## config.mk

```make
export PLATFORM = sky130hd
export DESIGN_NAME = reversible_deque_positional_top
export DESIGN_NICKNAME = d
export VERILOG_FILES = /design/src/rtl/rdp_pkg.sv /design/src/rtl/rdp_slot.sv /design/src/rtl/rdp_mem.sv /design/src/rtl/rdp_ctrl.sv /design/src/rtl/reversible_deque_positional_top.sv
export VERILOG_INCLUDE_DIRS = /design/src /design/src/rtl
export SDC_FILE = /design/constraint.sdc
export NUM_CORES = 2
export LEC_CHECK = 0
export ABC_AREA = 1
export CAP_MARGIN = 20
export CORE_MARGIN = 2
export CORE_UTILIZATION = 60
export DETAILED_ROUTE_END_ITERATION = 16
export DONT_BUFFER_PORTS = 1
export PLACE_DENSITY = 0.76
export RECOVER_POWER = 25
export SYNTH_ARGS = -nofsm -noshare
export SYNTH_HDL_FRONTEND = slang
export SYNTH_SLANG_ARGS = --single-unit
```

## constraint.sdc

```tcl
create_clock -name clk -period 7.8 [get_ports clk]
set_input_delay 0.39 -clock clk [delete_from_list [all_inputs] [get_ports clk]]
set_output_delay 0.39 -clock clk [all_outputs]
set_load 0.02 [all_outputs]
```

## src/rtl/reversible_deque_positional_top_assert.svh

```systemverilog
// Assertion macros for the reversible deque block.
// Expects clk and rst to be in scope where a macro is used.
`ifndef REVERSIBLE_DEQUE_POSITIONAL_TOP_ASSERT_SVH
`define REVERSIBLE_DEQUE_POSITIONAL_TOP_ASSERT_SVH

// Condition holds at every edge outside reset.
`define RDP_ASSERT_ALWAYS(lbl, cond, msg) \
  lbl: assert property (@(posedge clk) disable iff (rst) (cond)) else $error(msg);

// Same-cycle implication.
`define RDP_ASSERT_IMP(lbl, ante, cons, msg) \
  lbl: assert property (@(posedge clk) disable iff (rst) (ante) |-> (cons)) else $error(msg);

// Next-cycle implication.
`define RDP_ASSERT_NXT(lbl, ante, cons, msg) \
  lbl: assert property (@(posedge clk) disable iff (rst) (ante) |=> (cons)) else $error(msg);

`endif

```

## src/rtl/rdp_pkg.sv

```systemverilog
// Shared types, field widths and codes for the reversible deque block.
// No dependencies; imported by every rdp module.
package rdp_pkg;

  localparam int DEPTH_DEF       = 64;
  localparam int VALUE_WIDTH_DEF = 32;

  localparam int W_KIND   = 3;
  localparam int W_INDEX  = 7;
  localparam int W_ITEM   = 32;
  localparam int W_STATUS = 2;
  localparam int W_OCC    = 7;

  localparam logic [W_KIND-1:0] REQ_GET = 3'd0;
  localparam logic [W_KIND-1:0] REQ_INS = 3'd1;
  localparam logic [W_KIND-1:0] REQ_REM = 3'd2;
  localparam logic [W_KIND-1:0] REQ_REV = 3'd3;
  localparam logic [W_KIND-1:0] REQ_CLR = 3'd4;

  localparam logic [W_STATUS-1:0] ST_OK   = 2'd0;
  localparam logic [W_STATUS-1:0] ST_IDX  = 2'd1;
  localparam logic [W_STATUS-1:0] ST_FULL = 2'd2;

  typedef struct packed {
    logic [W_KIND-1:0]  req_type;
    logic [W_INDEX-1:0] item_index;
    logic [W_ITEM-1:0]  item_value;
  } rdp_req_t;

  typedef struct packed {
    logic [W_ITEM-1:0]   read_value;
    logic [W_STATUS-1:0] status;
    logic [W_OCC-1:0]    occupancy;
  } rdp_result_t;

endpackage

```

## src/rtl/rdp_slot.sv

```systemverilog
// Shared slot unit: maps a logical offset (-1 .. DEPTH) from a base slot
// to a physical ring slot, in forward or reversed order. Uses rdp_pkg.
module rdp_slot #(
  parameter int DEPTH = rdp_pkg::DEPTH_DEF
) (
  input  logic [$clog2(DEPTH)-1:0] base,
  input  logic [$clog2(DEPTH+1):0] offset,
  input  logic                     rev,
  output logic [$clog2(DEPTH)-1:0] slot
);
  import rdp_pkg::*;

  localparam int AW = $clog2(DEPTH);
  localparam int CW = $clog2(DEPTH+1);
  localparam int OW = CW + 1;

  logic [CW-1:0]   ofs_u;
  logic [AW-1:0]   m;
  logic [AW+1:0]   sum;

  assign ofs_u = offset[CW-1:0];

  always_comb begin
    // reduce offset modulo DEPTH; negative offsets are only ever -1
    if (offset[OW-1]) begin
      m = AW'(DEPTH - 1);
    end else if (ofs_u >= CW'(DEPTH)) begin
      m = AW'(ofs_u - CW'(DEPTH));
    end else begin
      m = AW'(ofs_u);
    end
    if (rev) begin
      sum = (AW+2)'(base) + (AW+2)'(DEPTH) - (AW+2)'(m);
    end else begin
      sum = (AW+2)'(base) + (AW+2)'(m);
    end
    if (sum >= (AW+2)'(DEPTH)) begin
      slot = AW'(sum - (AW+2)'(DEPTH));
    end else begin
      slot = AW'(sum);
    end
  end

endmodule

```

## src/rtl/rdp_mem.sv

```systemverilog
// Ring storage for the deque: one write port, one read port, registered read.
// Uses rdp_pkg for default sizes.
module rdp_mem #(
  parameter int DEPTH       = rdp_pkg::DEPTH_DEF,
  parameter int VALUE_WIDTH = rdp_pkg::VALUE_WIDTH_DEF
) (
  input  logic                     clk,
  input  logic                     we,
  input  logic [$clog2(DEPTH)-1:0] waddr,
  input  logic [VALUE_WIDTH-1:0]   wdata,
  input  logic [$clog2(DEPTH)-1:0] raddr,
  output logic [VALUE_WIDTH-1:0]   rdata
);
  import rdp_pkg::*;

  logic [VALUE_WIDTH-1:0] mem [DEPTH];

  always_ff @(posedge clk) begin
    if (we) begin
      mem[waddr] <= wdata;
    end
  end

  always_ff @(posedge clk) begin
    rdata <= mem[raddr];
  end

endmodule

```

## src/rtl/rdp_ctrl.sv

```systemverilog
// Request sequencer for the deque: decodes each item, drives the shared slot
// unit and walks the shorter side of the ring one entry a cycle.
// Depends on rdp_pkg, rdp_slot, rdp_mem and the assertion macro header.
`include "reversible_deque_positional_top_assert.svh"
module rdp_ctrl #(
  parameter int DEPTH       = rdp_pkg::DEPTH_DEF,
  parameter int VALUE_WIDTH = rdp_pkg::VALUE_WIDTH_DEF
) (
  input  logic                clk,
  input  logic                rst,
  input  logic                in_valid,
  output logic                in_stall,
  input  rdp_pkg::rdp_req_t   req,
  output logic                res_valid,
  input  logic                res_take,
  output rdp_pkg::rdp_result_t res
);
  import rdp_pkg::*;

  localparam int AW = $clog2(DEPTH);
  localparam int CW = $clog2(DEPTH+1);
  localparam int OW = CW + 1;
  localparam int IW = (CW > W_INDEX) ? CW : W_INDEX;
  localparam logic [OW-1:0] OFF_ONE = {{(OW-1){1'b0}}, 1'b1};
  localparam logic [OW-1:0] OFF_NEG = {OW{1'b1}};

  typedef enum logic [3:0] {
    S_IDLE, S_DECODE, S_GET_RD, S_RM_RD, S_SETUP, S_MOVE, S_FIN_WR, S_FIN_HEAD, S_DONE
  } state_t;

  state_t                  state;
  logic [AW-1:0]           head;
  logic [CW-1:0]           count;
  logic                    rev;
  logic [W_KIND-1:0]       kind;
  logic [W_INDEX-1:0]      idx_w;
  logic [VALUE_WIDTH-1:0]  val;
  logic [VALUE_WIDTH-1:0]  rd;
  logic [W_STATUS-1:0]     status;
  logic [CW-1:0]           n_left;
  logic                    up;
  logic                    front;
  logic [OW-1:0]           src0;
  logic [AW-1:0]           rptr;
  logic [AW-1:0]           prev;
  logic                    pend;

  logic [IW-1:0]           idx_e;
  logic [IW-1:0]           cnt_e;
  logic [CW-1:0]           idx_c;
  logic [OW-1:0]           idx_off;
  logic [OW-1:0]           cnt_off;
  logic                    back;
  logic [CW-1:0]           n_dec;
  logic [OW-1:0]           src_dec;
  logic [OW-1:0]           offset;
  logic [AW-1:0]           slot;
  logic                    phys_up;
  logic                    mem_we;
  logic [AW-1:0]           mem_waddr;
  logic [VALUE_WIDTH-1:0]  mem_wdata;
  logic [AW-1:0]           mem_raddr;
  logic [VALUE_WIDTH-1:0]  mem_rdata;

  function automatic logic [AW-1:0] step_slot(input logic [AW-1:0] p, input logic inc);
    if (inc) begin
      return (p == AW'(DEPTH - 1)) ? '0 : AW'(p + 1'b1);
    end
    return (p == '0) ? AW'(DEPTH - 1) : AW'(p - 1'b1);
  endfunction

  assign idx_e   = IW'(idx_w);
  assign cnt_e   = IW'(count);
  assign idx_c   = idx_e[CW-1:0];
  assign idx_off = {1'b0, idx_c};
  assign cnt_off = {1'b0, count};
  assign back    = idx_c >= (count >> 1);
  assign phys_up = up ^ rev;

  // moves and first source per shift direction; the write side steps opposite
  always_comb begin
    if (kind == REQ_INS) begin
      n_dec   = back ? CW'(count - idx_c) : idx_c;
      src_dec = back ? cnt_off + OFF_NEG : '0;
    end else begin
      n_dec   = back ? CW'(count - idx_c - 1'b1) : idx_c;
      src_dec = back ? idx_off + OFF_ONE : idx_off + OFF_NEG;
    end
  end

  // one slot lookup per cycle, chosen by the step in hand
  always_comb begin
    case (state)
      S_DECODE:   offset = (kind == REQ_REV) ? cnt_off + OFF_NEG : idx_off;
      S_SETUP:    offset = src0;
      S_FIN_WR:   offset = front ? idx_off + OFF_NEG : idx_off;
      S_FIN_HEAD: offset = (kind == REQ_INS) ? OFF_NEG : OFF_ONE;
      default:    offset = idx_off;
    endcase
  end

  rdp_slot #(.DEPTH(DEPTH)) u_slot (
    .base   (head),
    .offset (offset),
    .rev    (rev),
    .slot   (slot)
  );

  always_comb begin
    mem_raddr = (state == S_MOVE) ? rptr : slot;
    mem_we    = 1'b0;
    mem_waddr = slot;
    mem_wdata = val;
    if (state == S_MOVE && pend) begin
      mem_we    = 1'b1;
      mem_waddr = step_slot(prev, !phys_up);
      mem_wdata = mem_rdata;
    end else if (state == S_FIN_WR) begin
      mem_we    = 1'b1;
    end
  end

  rdp_mem #(.DEPTH(DEPTH), .VALUE_WIDTH(VALUE_WIDTH)) u_mem (
    .clk   (clk),
    .we    (mem_we),
    .waddr (mem_waddr),
    .wdata (mem_wdata),
    .raddr (mem_raddr),
    .rdata (mem_rdata)
  );

  always_ff @(posedge clk) begin
    if (rst) begin
      state <= S_IDLE;
      head  <= '0;
      count <= '0;
      rev   <= 1'b0;
      pend  <= 1'b0;
    end else begin
      case (state)
        S_IDLE: begin
          if (in_valid) begin
            kind  <= req.req_type;
            idx_w <= req.item_index;
            val   <= VALUE_WIDTH'(req.item_value);
            state <= S_DECODE;
          end
        end
        S_DECODE: begin
          rd     <= '0;
          n_left <= n_dec;
          src0   <= src_dec;
          up     <= (kind == REQ_INS) ^ back;
          front  <= !back;
          case (kind)
            REQ_GET: begin
              if (idx_e >= cnt_e) begin
                status <= ST_IDX;
                state  <= S_DONE;
              end else begin
                status <= ST_OK;
                state  <= S_GET_RD;
              end
            end
            REQ_INS: begin
              if (idx_e > cnt_e) begin
                status <= ST_IDX;
                state  <= S_DONE;
              end else if (count == CW'(DEPTH)) begin
                status <= ST_FULL;
                state  <= S_DONE;
              end else begin
                status <= ST_OK;
                state  <= (n_dec == '0) ? S_FIN_WR : S_SETUP;
              end
            end
            REQ_REM: begin
              if (idx_e >= cnt_e) begin
                status <= ST_IDX;
                state  <= S_DONE;
              end else begin
                status <= ST_OK;
                state  <= S_RM_RD;
              end
            end
            REQ_REV: begin
              status <= ST_OK;
              state  <= S_DONE;
              if (count != '0) begin
                head <= slot;
              end
              rev <= !rev;
            end
            REQ_CLR: begin
              status <= ST_OK;
              state  <= S_DONE;
              head   <= '0;
              count  <= '0;
              rev    <= 1'b0;
            end
            default: begin
              status <= ST_OK;
              state  <= S_DONE;
            end
          endcase
        end
        S_GET_RD: begin
          rd    <= mem_rdata;
          state <= S_DONE;
        end
        S_RM_RD: begin
          rd    <= mem_rdata;
          state <= (n_left == '0) ? S_FIN_HEAD : S_SETUP;
        end
        S_SETUP: begin
          rptr  <= slot;
          pend  <= 1'b0;
          state <= S_MOVE;
        end
        S_MOVE: begin
          // read one entry ahead, write the entry fetched last cycle
          if (n_left != '0) begin
            rptr   <= step_slot(rptr, phys_up);
            prev   <= rptr;
            n_left <= n_left - 1'b1;
            pend   <= 1'b1;
          end else begin
            pend <= 1'b0;
            if (!pend) begin
              state <= (kind == REQ_INS) ? S_FIN_WR : S_FIN_HEAD;
            end
          end
        end
        S_FIN_WR: begin
          state <= S_FIN_HEAD;
        end
        S_FIN_HEAD: begin
          if (front) begin
            head <= slot;
          end
          count <= (kind == REQ_INS) ? CW'(count + 1'b1) : CW'(count - 1'b1);
          state <= S_DONE;
        end
        S_DONE: begin
          if (res_take) begin
            state <= S_IDLE;
          end
        end
        default: begin
          state <= S_IDLE;
        end
      endcase
    end
  end

  assign in_stall       = (state != S_IDLE);
  assign res_valid      = (state == S_DONE);
  assign res.read_value = W_ITEM'(rd);
  assign res.status     = status;
  assign res.occupancy  = W_OCC'(count);

  `RDP_ASSERT_ALWAYS(a_count_bound, count <= CW'(DEPTH), "occupancy beyond capacity")
  `RDP_ASSERT_IMP(a_full, res_valid && status == ST_FULL, count == CW'(DEPTH), "spurious full")
  `RDP_ASSERT_IMP(a_err_zero, res_valid && status != ST_OK, rd == '0, "error with a value")
  `RDP_ASSERT_NXT(a_busy, in_valid && !in_stall, in_stall, "sequencer idle after accept")

endmodule

```

## src/rtl/reversible_deque_positional_top.sv

```systemverilog
// Reversible positional deque: a ring of DEPTH values of VALUE_WIDTH bits.
// Input channel (in_valid/in_stall) takes one request item: req_type selects
// get, insert, remove, reverse or clear at logical position item_index.
// Output channel (out_valid/out_stall) gives one result item per request:
// read_value, status (ok, index out of range, full) and occupancy.
// in_stall is high from the accepting edge until the result has moved into
// the output register, so requests run one at a time.
// Insert and remove shift the entries on the shorter side of the ring, at
// most DEPTH/2 of them, so up to 32 at DEPTH 64; the other kinds and the
// errors shift nothing.
// The shift runs one entry a cycle through the single read and write port
// of the ring memory.
// The output register frees the sequencer while a result waits; a stalled
// result holds, and the next request waits behind it once its own result
// is ready. Synchronous reset empties the deque and restores forward order;
// stored values are not cleared and need no clearing pass.
// Depends on rdp_pkg and rdp_ctrl.
module reversible_deque_positional_top #(
  parameter int DEPTH       = rdp_pkg::DEPTH_DEF,
  parameter int VALUE_WIDTH = rdp_pkg::VALUE_WIDTH_DEF
) (
  input  logic                          clk,
  input  logic                          rst,
  input  logic                          in_valid,
  output logic                          in_stall,
  input  logic [rdp_pkg::W_KIND-1:0]    req_type,
  input  logic [rdp_pkg::W_INDEX-1:0]   item_index,
  input  logic [rdp_pkg::W_ITEM-1:0]    item_value,
  output logic                          out_valid,
  input  logic                          out_stall,
  output logic [rdp_pkg::W_ITEM-1:0]    read_value,
  output logic [rdp_pkg::W_STATUS-1:0]  status,
  output logic [rdp_pkg::W_OCC-1:0]     occupancy
);
  import rdp_pkg::*;

  rdp_req_t    req;
  rdp_result_t res;
  logic        res_valid;
  logic        res_take;

  assign req.req_type   = req_type;
  assign req.item_index = item_index;
  assign req.item_value = item_value;

  rdp_ctrl #(.DEPTH(DEPTH), .VALUE_WIDTH(VALUE_WIDTH)) u_ctrl (
    .clk       (clk),
    .rst       (rst),
    .in_valid  (in_valid),
    .in_stall  (in_stall),
    .req       (req),
    .res_valid (res_valid),
    .res_take  (res_take),
    .res       (res)
  );

  // load when the output register is empty or draining this cycle
  assign res_take = res_valid && (!out_valid || !out_stall);

  always_ff @(posedge clk) begin
    if (rst) begin
      out_valid <= 1'b0;
    end else if (res_take) begin
      out_valid <= 1'b1;
    end else if (!out_stall) begin
      out_valid <= 1'b0;
    end
  end

  always_ff @(posedge clk) begin
    if (res_take) begin
      read_value <= res.read_value;
      status     <= res.status;
      occupancy  <= res.occupancy;
    end
  end

endmodule

```

==> flow_summary.ini <==
[cts]
htree_num_levels = 4
cts_root_buf = clkbuf_16
cts_sinks = 2245
clkLatencyLatePin_ns = 0.86
cts_resized = 0
clock_path_buffers = 3
cts_tree = built
path_clk_slew_ns = 0.06
cts_buffers = 212
cts_setup_buffers = 0

[detailed_routing]
ant_nets = 0
wl_per_cell_um = 25.5
vias_per_cell = 6.39
firstDrtPassIters = 9
finalWirelength_um = 245000
drc_errors = 0
vias = 61124
drt-initial-drc-count = 9511

[yosys]
synth_fp_nets = 7486
synth_edf_count = 2193
ys_ff_latch = 2245
async_flop_share = 0
syn_area_sq_um = 90400
synth_seq_area_share = 0.740
synth_cell_type_count = 45
syn-instance-count = 7398
synth_area_leaders = edfxtp_1 73%, nand2_1 5.5%, o21ai_0 4.7%, nand3_1 4.5%, nor2_1 3.9%
synth_top_area_frac = 0.728
synth_top_flop_cell = edfxtp_1
yosysTopAreaCell = edfxtp_1
syn_avg_cell_area_sq_um = 12.2
yosys_warnings = 0

[final_layout]
post-route-util = 0.673
layout_commonest_cell = edfxtp_1
final_layout_size_suffix_gt1_frac = 0.0773
design_area_sq_um = 101000
finalNetCount = 7460
area_growth_pct = 11.5
final_cell_mix = 2193 x edfxtp_1, 1319 x nand2_1, 865 x nor2_1

[timing]
rsz0062_at_grt = no
fin_crit_sh = 0.893
setup_viol = 0
slew_violations = 903
max_slew_margin = -1.32
hold_violations = 0
setup_ws_ns = 0.837
period_needed_ns = 6.96
timing.fmax_ghz = 0.144
tightest_slew_ns = 3.48
tns_ns = 0
fin_skew_ns = 0.0331

[grt]
grt_use_total = 0.316
antenna_found_initial = 5
globalRoute.totalOverflow = 0
grt_pass1_vias = 58160
grt_max_degree = 204
grt_pass1_wl_um = 363000

[min_path]
hp-start = item_value[27]
min_path_type = primary input to register
hold_path_end = u_ctrl.val[27]$_DFFE_PP_
holdPathStages = 1

[power]
peakVddDrop_v = 0.000342
leakage_nw = 34.2
p_int_w = 0.0213
comb_power_share = 0.252
clkPwrFrac = 0.322
power_density_nw_per_um2 = 315
switching_share = 0.331
pwr-share-seq = 0.425
switching_power_w = 0.0105
p_total_w = 0.0318

[placed_design]
gp_congestion = 0.922
place_hpwl_um = 135000
port_buffers = 0
dp_slack_ns = 1.22
placed_area_sq_um = 93700

[setup_path]
endpoint_kind = register
reg2regPathDepth = 19
worstSetupStartpointType = register
r2r_setup_slack_ns = 0.84
r2r_start = u_ctrl.kind[1]$_DFFE_PP_
cp.required_ns = 8.34
r2r-end = u_ctrl.u_mem.mem[10][27]$_DFFE_PP_
criticalPathCategory = register to register
cp_max_fo = 19
worstPathArrival_ns = 7.51

[floorplan]
die_w_um = 392
die_h_um = 392
io_pins = 89
core_sq_um = 150000
start_util = 0.604
placementRows = 142
dieArea_sq_um = 154000

[run_status]
status = complete, but fails checks
violations = capacitance limit, slew limit

[job]
max_cap_viol_count = 19
-- power groups by stage --
stage	Clock, W	Sequential [W]	Combinational [W]
finish	0.0102	0.0135	0.00803
detailed placement	0	0.0138	0.00772
global placement	0	0.0138	0.00755
CTS	0.0103	0.0135	0.00782
global route	0.0107	0.0135	0.00859
floorplan	0	0.0137	0.00490
-- per-layer routing --
metal | up-vias | GRT usage | wire (um)
li1 | 26670 | - | -
met1 | 29388 | 0.440 | 88800
met2 | 4350 | 0.484 | 112000
met3 | 710 | 0.0704 | 32000
met4 | 6 | 0.135 | 11200
met5 | - | 0 | 63
-- cells in the mapped netlist (12+ instances only) --
master,number
o21ai_0,850
clkbuf_1,260
buf_2,145
o22ai_1,372
edfxtp_1,2193
nor3_1,17
nand4_1,12
nor2_1,929
ha_1,38
buf_4,14
inv_1,167
xor2_1,23
nand3_1,812
buf_1,46
a21oi_1,71
nand2_1,1317
dfxtp_1,52
-- logic make-up (layout without fill, tap and decap cells) --
group           Yosys count  after routing  share of synthesized area
compound gates         1334           1334                     0.0804
simple gates           3105           3105                      0.142
xor+xnor                 29             29                    0.00281
mux                       1              1                   0.000111
other cells               0              1                          0
buf+inv                 642            797                     0.0293
flops                  2245           2245                      0.740
fa+ha+maj                42             42                    0.00614
-- critical path, cell delays in order, from the launching register on --
cell and delay, ns:
edfxtp_1 0.43, inv_1 0.12, nand3_1 0.58, inv_1 0.52, nand2_1 0.24, nand2_1 0.12, a21oi_1 0.05, nand2_1 0.16
inv_1 0.08, o2111ai_1 0.15, ha_1 0.27, inv_1 0.08, fa_1 0.41, o21ai_0 0.19, a22oi_1 0.10, xor2_1 0.20
o21ai_0 0.60, nand4_1 0.89, nor2_4 1.04, buf_4 0.39
-- cell type report --
type                            count  area, sq um
Sequential cell                  2245        66900
Fill cell                       10084        48900
Multi-Input combinational cell   4511        21700
Clock buffer                      269         5660
Tap cell                         2016         2520
Timing Repair Buffer              228         2180
Clock inverter                    126         1230
Inverter                          174          669
Antenna cell                        1         2.50
-- sequential cells by signal, indices dropped and copies added (netlist names), 32 cells and up --
| register | flops |
|---|---|
| u_ctrl.u_mem.mem | 2048 |
| read_value | 32 |
| u_ctrl.rd | 32 |
| u_ctrl.u_mem.rdata | 32 |
| u_ctrl.val | 32 |
-- worst max-delay path by stage --
stage                             startpoint                            endpoint  slack, ns  cells after the start
floorplan           u_ctrl.kind[2]$_DFFE_PP_    u_ctrl.u_mem.mem[0][0]$_DFFE_PP_       2.73                     19
global placement    u_ctrl.kind[1]$_DFFE_PP_  u_ctrl.u_mem.mem[10][25]$_DFFE_PP_       1.32                     23
detailed placement  u_ctrl.kind[1]$_DFFE_PP_  u_ctrl.u_mem.mem[10][25]$_DFFE_PP_       1.22                     19
CTS                 u_ctrl.kind[1]$_DFFE_PP_  u_ctrl.u_mem.mem[10][26]$_DFFE_PP_       1.12                     19
global route        u_ctrl.kind[1]$_DFFE_PP_  u_ctrl.u_mem.mem[10][27]$_DFFE_PP_       0.38                     19
finish              u_ctrl.kind[1]$_DFFE_PP_  u_ctrl.u_mem.mem[10][27]$_DFFE_PP_       0.84                     19
-- stage by stage --
stage / cells / hold slack (ns)
global placement: 9126 / 0.401
CTS: 9567 / 0.127
finish: 9570 / 0.169
global route: 9570 / 0.150
floorplan: 7398 / 0.400
detailed placement: 9127 / 0.405
-- what timing repair did --
action	in CTS	in global routing
hold buffers	45	0
endpoints found under the setup margin	0	0
endpoints found under the hold margin	110	0
Power figures use the tool's default switching activity.
